<file path="src/jse_pkg.sv">
// Shared types, constants and a helper function for the JSON string byte escaper.
`default_nettype none
package jse_pkg;

    localparam int CFG_W              = 17;
    localparam int LEN_W              = 17;
    localparam int OFF_W              = 16;
    localparam int MAX_SEQ            = 6;
    localparam int CNT_W              = 3;
    localparam int BUFFER_BYTES_DFLT  = 65536;
    localparam int OFFSET_SPAN        = 65536;
    localparam logic [CFG_W-1:0] CAPACITY_RESET = 17'd65536;

    typedef enum logic [1:0] {
        FUNC_ESC     = 2'd0,
        FUNC_RAW     = 2'd1,
        FUNC_RESTART = 2'd2,
        FUNC_NONE    = 2'd3
    } t_func;

    localparam logic [7:0] CH_QUOTE = 8'h22;
    localparam logic [7:0] CH_BSL   = 8'h5c;
    localparam logic [7:0] CH_LF    = 8'h0a;
    localparam logic [7:0] CH_CR    = 8'h0d;
    localparam logic [7:0] CH_TAB   = 8'h09;
    localparam logic [7:0] CH_ZERO  = 8'h30;
    localparam logic [7:0] CH_A     = 8'h61;
    localparam logic [7:0] CH_N     = 8'h6e;
    localparam logic [7:0] CH_R     = 8'h72;
    localparam logic [7:0] CH_T     = 8'h74;
    localparam logic [7:0] CH_U     = 8'h75;
    localparam logic [7:0] CTRL_LIM = 8'h20;

    typedef struct packed {
        logic [MAX_SEQ-1:0][7:0] chars;
        logic [CNT_W-1:0]        count;
    } t_seq;

    function automatic logic [7:0] hex_nibble(input logic [3:0] v);
        logic [7:0] r;
        if (v < 4'd10) begin
            r = CH_ZERO + {4'd0, v};
        end else begin
            r = CH_A + {4'd0, v} - 8'd10;
        end
        return r;
    endfunction

endpackage
`default_nettype wire

</file>
<file path="src/json_string_byte_escaper.sv">
// Top level of the JSON string byte escaper with length tracking against capacity.
// An accepted byte is held in the input register and, once the output is free, loaded into
// the output register, from which its first result is presented.
// Throughput: one input per cycle for one-result bytes while the output is not stalled;
// an escape of n characters holds the output, sent one character per cycle while tready is high.
// Reset (synchronous, active low) empties both stages, clears the length and sets capacity
// to its reset value.
`default_nettype none
module json_string_byte_escaper #(
    parameter int BUFFER_BYTES = jse_pkg::BUFFER_BYTES_DFLT
) (
    input  wire logic                     i_clk,
    input  wire logic                     i_rst_n,
    input  wire logic                     i_cfg_valid,
    output logic                          o_cfg_ready,
    input  wire logic [jse_pkg::CFG_W-1:0] i_cfg_data,
    input  wire logic                     i_s_axis_tvalid,
    output logic                          o_s_axis_tready,
    input  wire logic [7:0]               i_s_axis_tdata,   // data_byte
    input  wire logic [1:0]               i_s_axis_tuser,   // func
    output logic                          o_m_axis_tvalid,
    input  wire logic                     i_m_axis_tready,
    output logic [23:0]                   o_m_axis_tdata,   // out_byte, write_offset
    output logic [1:0]                    o_m_axis_tuser,   // char_valid, status
    output logic                          o_m_axis_tlast
);
    import jse_pkg::*;

    localparam int CapLim = (BUFFER_BYTES < OFFSET_SPAN) ? BUFFER_BYTES : OFFSET_SPAN;
    localparam logic [CFG_W-1:0] CapLimV = CFG_W'(CapLim);

    logic [CFG_W-1:0]        r_cap;
    logic [LEN_W-1:0]        r_used,  n_used;

    logic                    r_in_valid;
    t_func                   r_in_func;
    logic [7:0]              r_in_byte;

    logic                    r_out_valid, n_out_valid;
    logic [MAX_SEQ-1:0][7:0] r_chars, n_chars;
    logic [CNT_W-1:0]        r_cnt, n_cnt;
    logic [CNT_W-1:0]        r_idx, n_idx;
    logic [OFF_W-1:0]        r_off, n_off;
    logic                    r_char_valid, n_char_valid;
    logic                    r_status, n_status;

    t_seq                    enc_seq;
    logic [CFG_W-1:0]        cap_eff;
    logic                    fits;
    logic                    out_fire, last_fire, load;

    jse_encoder u_encoder (
        .i_raw  (r_in_func == FUNC_RAW),
        .i_byte (r_in_byte),
        .o_seq  (enc_seq)
    );

    assign o_cfg_ready     = 1'b1;
    assign cap_eff         = (r_cap > CapLimV) ? CapLimV : r_cap;
    assign fits            = ({1'b0, r_used} + {{(LEN_W+1-CNT_W){1'b0}}, enc_seq.count})
                             <= {1'b0, cap_eff};

    assign o_m_axis_tvalid = r_out_valid;
    assign o_m_axis_tdata  = {r_off, r_chars[r_idx]};
    assign o_m_axis_tuser  = {r_status, r_char_valid};
    assign o_m_axis_tlast  = (r_idx == r_cnt - 3'd1);

    assign out_fire        = r_out_valid && i_m_axis_tready;
    assign last_fire       = out_fire && o_m_axis_tlast;
    assign load            = r_in_valid && (r_in_func == FUNC_NONE || !r_out_valid || last_fire);
    assign o_s_axis_tready = !r_in_valid || load;

    always_comb begin
        n_used       = r_used;
        n_out_valid  = r_out_valid;
        n_chars      = r_chars;
        n_cnt        = r_cnt;
        n_idx        = r_idx;
        n_off        = r_off;
        n_char_valid = r_char_valid;
        n_status     = r_status;
        if (load && r_in_func != FUNC_NONE) begin
            n_out_valid  = 1'b1;
            n_idx        = '0;
            n_chars      = '0;
            n_cnt        = 3'd1;
            n_off        = '0;
            n_char_valid = 1'b0;
            n_status     = 1'b0;
            if (r_in_func == FUNC_RESTART) begin
                n_used = '0;
            end else if (fits) begin
                n_chars      = enc_seq.chars;
                n_cnt        = enc_seq.count;
                n_off        = r_used[OFF_W-1:0];
                n_char_valid = 1'b1;
                n_used       = r_used + {{(LEN_W-CNT_W){1'b0}}, enc_seq.count};
            end else begin
                n_status = 1'b1;
            end
        end else if (last_fire) begin
            n_out_valid = 1'b0;
        end else if (out_fire) begin
            n_idx = r_idx + 3'd1;
            n_off = r_off + 16'd1;
        end
    end

    always_ff @(posedge i_clk) begin
        if (!i_rst_n) begin
            r_cap       <= CAPACITY_RESET;
            r_used      <= '0;
            r_in_valid  <= 1'b0;
            r_out_valid <= 1'b0;
        end else begin
            if (i_cfg_valid) begin
                r_cap <= i_cfg_data;
            end
            r_used      <= n_used;
            r_out_valid <= n_out_valid;
            if (i_s_axis_tvalid && o_s_axis_tready) begin
                r_in_valid <= 1'b1;
            end else if (load) begin
                r_in_valid <= 1'b0;
            end
        end
    end

    always_ff @(posedge i_clk) begin
        if (i_s_axis_tvalid && o_s_axis_tready) begin
            r_in_func <= t_func'(i_s_axis_tuser);
            r_in_byte <= i_s_axis_tdata;
        end
        r_chars      <= n_chars;
        r_cnt        <= n_cnt;
        r_idx        <= n_idx;
        r_off        <= n_off;
        r_char_valid <= n_char_valid;
        r_status     <= n_status;
    end

endmodule
`default_nettype wire

</file>
<file path="src/jse_encoder.sv">
// Combinational escape encoder: turns one byte into its output character sequence.
`default_nettype none
module jse_encoder (
    input  wire logic          i_raw,
    input  wire logic [7:0]    i_byte,
    output jse_pkg::t_seq      o_seq
);
    import jse_pkg::*;

    always_comb begin
        o_seq = '0;
        if (i_raw) begin
            o_seq.chars[0] = i_byte;
            o_seq.count    = 3'd1;
        end else if (i_byte == CH_QUOTE || i_byte == CH_BSL) begin
            o_seq.chars[0] = CH_BSL;
            o_seq.chars[1] = i_byte;
            o_seq.count    = 3'd2;
        end else if (i_byte == CH_LF) begin
            o_seq.chars[0] = CH_BSL;
            o_seq.chars[1] = CH_N;
            o_seq.count    = 3'd2;
        end else if (i_byte == CH_CR) begin
            o_seq.chars[0] = CH_BSL;
            o_seq.chars[1] = CH_R;
            o_seq.count    = 3'd2;
        end else if (i_byte == CH_TAB) begin
            o_seq.chars[0] = CH_BSL;
            o_seq.chars[1] = CH_T;
            o_seq.count    = 3'd2;
        end else if (i_byte < CTRL_LIM) begin
            o_seq.chars[0] = CH_BSL;
            o_seq.chars[1] = CH_U;
            o_seq.chars[2] = CH_ZERO;
            o_seq.chars[3] = CH_ZERO;
            o_seq.chars[4] = hex_nibble(i_byte[7:4]);
            o_seq.chars[5] = hex_nibble(i_byte[3:0]);
            o_seq.count    = 3'd6;
        end else begin
            o_seq.chars[0] = i_byte;
            o_seq.count    = 3'd1;
        end
    end

endmodule
`default_nettype wire
</file>
<file path="config.mk">
export PLATFORM = sky130hd
export DESIGN_NAME = json_string_byte_escaper
export DESIGN_NICKNAME = d
export VERILOG_FILES = /design/src/jse_pkg.sv /design/src/json_string_byte_escaper.sv /design/src/jse_encoder.sv
export SDC_FILE = /design/constraint.sdc
export NUM_CORES = 1
export LEC_CHECK = 0
export BUFFER_PORTS_ARGS = -buffer_cell sky130_fd_sc_hd__buf_2
export CAP_MARGIN = 25
export CORE_MARGIN = 10
export CORE_UTILIZATION = 42
export DETAILED_ROUTE_END_ITERATION = 10
export GPL_TIMING_DRIVEN = 0
export PLACE_DENSITY = 0.58
export SYNTH_ARGS = -nofsm -noshare
export SYNTH_HDL_FRONTEND = slang
export SYNTH_SLANG_ARGS = --single-unit
</file>
<file path="constraint.sdc">
create_clock -name i_clk -period 14.3 [get_ports i_clk]
set_input_delay 0.715 -clock i_clk [delete_from_list [all_inputs] [get_ports i_clk]]
set_output_delay 0.715 -clock i_clk [all_outputs]
set_load 0.1 [all_outputs]
</file>
Word level (Yosys, flattened, before mapping)
Index checks and enable logic that the tools add are counted.
{"block": "totals", "elab_cells": 95, "reg_bits": 118, "out_inout_bits": 30, "inputBits": 32}
{"block": "classes", "n_reduce_logical": 22, "n_mux": 25, "n_bitwise": 3, "eq_ne": 11, "magnitude_cmp": 6, "n_addsub": 11}
{"operator": "two-way mux 16 bit", "count": 5}
{"operator": "two-way mux 19 bit", "count": 4}
{"operator": "two-way mux 17 bit", "count": 3}
{"operator": "binary-select mux 8 bit (select 3 bit)", "count": 1}
{"operator": "== test 8 x 4 -> 1 bit, second input constant", "count": 3}
{"operator": "two-way mux 8 bit", "count": 3}
{"operator": "two-way mux 11 bit", "count": 2}
{"operator": "two-way mux 22 bit", "count": 1}
{"operator": "adder 17 x 3 -> 18 bit", "count": 1}
{"operator": "less-or-equal comparator 18 x 17 -> 1 bit", "count": 1}
{"operator": "adder 17 x 3 -> 17 bit", "count": 1}
{"operator": "> comparator 17 bit, second input constant", "count": 1}
{"operator": "adder 16 x 1 -> 16 bit, second input constant", "count": 1}
{"operator": "adder 7 x 4 -> 8 bit, first input constant", "count": 2}
{"operator": "subtractor 8 x 4 -> 8 bit, second input constant", "count": 2}
{"operator": "adder 6 x 4 -> 7 bit, first input constant", "count": 2}
{"operator": "== test 8 x 6 -> 1 bit, second input constant", "count": 1}
{"operator": "== test 8 x 7 -> 1 bit, second input constant", "count": 1}
{"operator": "less-than comparator 4 bit, second input constant", "count": 2}
{"operator": "less-than comparator 8 x 6 -> 1 bit, second input constant", "count": 1}
{"operator": "nonzero test 2 bit", "count": 4}
{"operator": "OR reduction 8 bit", "count": 1}
{"operator": "OR reduction 7 bit", "count": 1}
{"operator": "two-way mux 1 bit", "count": 6}
{"operator": "other kinds (15)", "count": 28}

Longest topological paths before layout
{"block": "logic_depth", "ltp_word": 12, "depth_mapped": 22, "depth_no_buf": 21}

By module
Synthesis repeated with hierarchy kept, for this count alone.
{"block": "hier_totals", "hier_cells": 652, "area_unflattened_um2": 6865.3}
{"module": "json_string_byte_escaper", "instances": 1, "area_per_inst_um2": 6105.9, "cells_per_inst": 547}
{"module": "jse_encoder", "instances": 1, "area_per_inst_um2": 759.5, "cells_per_inst": 105}

Worst setup path after synthesis
No wires, ideal clock.
{"block": "synth_timing", "kind": "reg-to-reg", "from": "register r_in_byte[0]", "to": "register r_chars[2] (netlist name), data pin", "t_arrival_ps": 4740, "stages_incl_launch_ff": 21, "period_less_slack_ps": 4886, "path_buffers": 3, "slack_ps": 9414, "required_time_ps": 14154, "cell_sequence": "edfxtp_1 inv_1 ha_1 or4b_1 nor3b_2 nor3_1 a21o_1 clkbuf_1 ha_1 fa_1 a21o_1 nand4_1 xnor2_1 ha_1 and4_1 a2111o_1 o211ai_1 nand3_1 buf_2 buf_2 a21oi_1"}
{"element": "from (decl)", "line_no": "json_string_byte_escaper.sv:37", "source": "logic [7:0] r_in_byte;"}
{"element": "from (signal assigned)", "line_no": "json_string_byte_escaper.sv:132", "source": "r_in_byte <= i_s_axis_tdata;"}
{"element": "to (signal assigned)", "line_no": "json_string_byte_escaper.sv:134", "source": "r_chars <= n_chars;"}
{"element": "to (decl)", "line_no": "json_string_byte_escaper.sv:40", "source": "logic [MAX_SEQ-1:0][7:0] r_chars, n_chars;"}

==> impl_metrics.ini <==
[cts]
clkLatencyLatePin_ns = 0.36
holdBufCountCts = 0
post_cts_buffers = 0
cts_tree = yes
root_buffer = clkbuf_16
cts.clk_slew.worst_paths_ns = 0.07
ctsResizeCount = 0
clkSinkCount = 101
cts-buffers-inserted = 9
ctsHtreeMaxLevel = 3
cts_buffer_depth = 2

[timing]
hold_viol_final = 0
slew_violations = 0
max_freq_mhz = 163
hold_slack_ns = 0.532
min_period_ns = 6.14
rsz0062_at_grt = no
setup_viol = 0
fin_crit_sh_pct = 43.0
fin_setup_tns_ns = 0
skew_ns = 0.0134
worst_pin_slew_ns = 0.656
slew_headroom_pct = 56.2

[floorplanning]
die_x_um = 137
die_area_mm2 = 0.0188
io_pins = 62
rows = 42
die_y_um = 137
initial_core_util_pct = 43.0
fp.coreArea_mm2 = 0.0133

[logic_synthesis]
async_flop_share_pct = 0
ys_seq_area_share_pct = 46.0
yosys.area.top_type = edfxtp_1
postSynthCellCount = 580
synthTopCellsByArea = edfxtp_1 (32%), dfxtp_1 (14%), ha_1 (7.0%)
avgSynthCellArea_um2 = 9.91
netlist.area_leader.share_pct = 32.4
ys_ff_latch = 101
synth-main-ff-cell = edfxtp_1
yosys_warnings = 0
synth_area_mm2 = 0.00575
synth_edf_count = 62
synth.distinct_cells = 54

[min_path]
min_path_cells = 2
min_from = r_cap[12]
min_to = r_cap[12]
worst_hold_path_type = reg2reg

[worst_setup_path]
r2r_setup_slack_ns = 8.16
worstRegToRegCells = 22
crit_fanout = 10
cp-end-kind = flip-flop
crit_type = reg2reg
crit_path_start_kind = flip-flop
r2r_end = r_off[9]
r2r_start = r_in_byte[0]
cp_data_arrival_time_ns = 6.34
worst_ep_required_time_ns = 14.49

[drt]
drt_iter0_markers = 237
finalWirelength_um = 14600
route.detailed.drc = 0
firstDrtPassIters = 5
avgRoutedWirePerCell_um = 17.5
antenna_left = 0
vias_per_cell = 5.49
vias = 4583

[layout]
seqCellArea_mm2 = 0.00264
nFillCells = 1307
multi_input_area_mm2 = 0.00283
final_common_cell = buf_2
layout-drive-gt1-share_pct = 15.2
nets = 719
synthToLayoutAreaGrowth_pct = 13.9
antenna_cells = 0
layout_common_cells = buf_2 (71), nand2_1 (65), edfxtp_1 (62), nor2_1 (46), dfxtp_1 (39)

[job]
maxCapViolCount = 0

[grt]
grt_pass1_vias = 4564
grt_antenna_before_repair = 0
gr-total-overflow = 0
grt_max_degree = 46
track_usage_pct = 15.9
grt_pass1_wl_um = 23600

[placed_design]
portBuffers = 59
gp_congestion = 0.924
dpl.hpwl_um = 11000

[power]
powerDensity_mw_per_mm2 = 116
power_leakage_nw = 2.59
ir_drop_uv = 53.0

[run_status]
outcome = completed
per-layer routing:
metal  wire length (µm)  GRT usage (%)  vias to the layer above  share of wire, %
met5                  0              0                        -                 0
met1               6890           21.9                     2113                47
met4                214           5.97                        0               1.5
met3               1160           3.63                       18               8.0
li1                   -              -                     2271                 -
met2               6320           23.9                      181                43
synth_stat cells, drive strengths merged (16+ instances only):
cell,instances
ha,32
clkbuf,20
buf,19
edfxtp,62
nor2,46
a21oi,16
dfxtp,39
nand3,33
xnor2,20
mux2i,18
nand2,65
inv,28
nand4,19
kinds of logic after synthesis:
group	Yosys count	synth area share, %
compound gates	91	11.0
flops	101	46.0
buf+inv	68	4.97
xor+xnor	36	5.75
mux	25	5.88
simple gates	224	18.9
other cells	2	0.131
fa+ha+maj	33	7.32
worst max-delay path, stage by stage, from the launching register on:
cell      delay, ns
edfxtp_1       0.39
inv_1          0.22
ha_1           0.18
or4b_1         0.47
nor3b_2        0.33
nor3_1         0.17
a21o_1         0.19
clkbuf_1       0.21
inv_1          0.30
ha_1           0.22
a21oi_1        0.12
a21oi_1        0.28
nand4_1        0.15
xnor2_1        0.33
ha_1           0.30
a21oi_1        0.15
o211ai_1       0.10
or2_2          0.32
o211ai_1       0.50
nand3_1        0.37
buf_2          0.29
buf_2          0.22
o22ai_1        0.16
state kept, by name (all words and copies together) (netlist names):
signal and cells:
o_m_axis_tvalid 1, r_cap 17, r_char_valid 1, r_chars 31, r_cnt 3, r_idx 3
r_in_byte 8, r_in_func 2, r_in_valid 1, r_off 16, r_status 1, r_used 17
power by group:
group	total, mW	leakage (nW)	switching [mW]	internal, mW
clock network	0.229	0.134	0.111	0.118
logic	0.189	1.56	0.143	0.0462
registers	0.339	0.895	0.0114	0.328
total	0.758	2.59	0.266	0.492
cell type report:
| type | instances | share of cell area [%] |
|---|---|---|
| Clock buffer | 10 | 3.50 |
| Multi-Input combinational cell | 415 | 43.3 |
| Buffer | 39 | 2.70 |
| Inverter | 29 | 1.66 |
| Tap cell | 176 | 3.36 |
| Sequential cell | 101 | 40.4 |
| Timing Repair Buffer | 59 | 4.51 |
| Clock inverter | 6 | 0.612 |
per-stage QoR:
step,instance area (µm²),power (mW),instances,util [%],setup WS [ns]
after floorplan,5760,0.496,584,-,9.41
after global placement,6280,0.533,819,47.0,8.30
after detailed placement,6280,0.536,819,47.0,8.29
after CTS,6550,0.765,835,49.0,8.24
after global routing,6550,0.791,835,49.0,7.78
final,6550,0.758,835,49.0,8.16
worst max path at each step:
stage | from | end | slack [ns] | depth (start not counted)
2_1_floorplan | r_in_byte[0] | r_chars[2] | 9.41 | 20
3_3_place_gp | r_in_byte[0] | r_chars[2] | 8.30 | 22
3_5_place_dp | r_in_byte[0] | r_off[9] | 8.29 | 21
4_1_cts | r_in_byte[0] | r_off[9] | 8.24 | 21
5_1_grt | r_in_byte[0] | r_chars[3] | 7.78 | 22
6_report | r_in_byte[0] | r_off[9] | 8.16 | 22
Power figures use the tool's default switching activity.
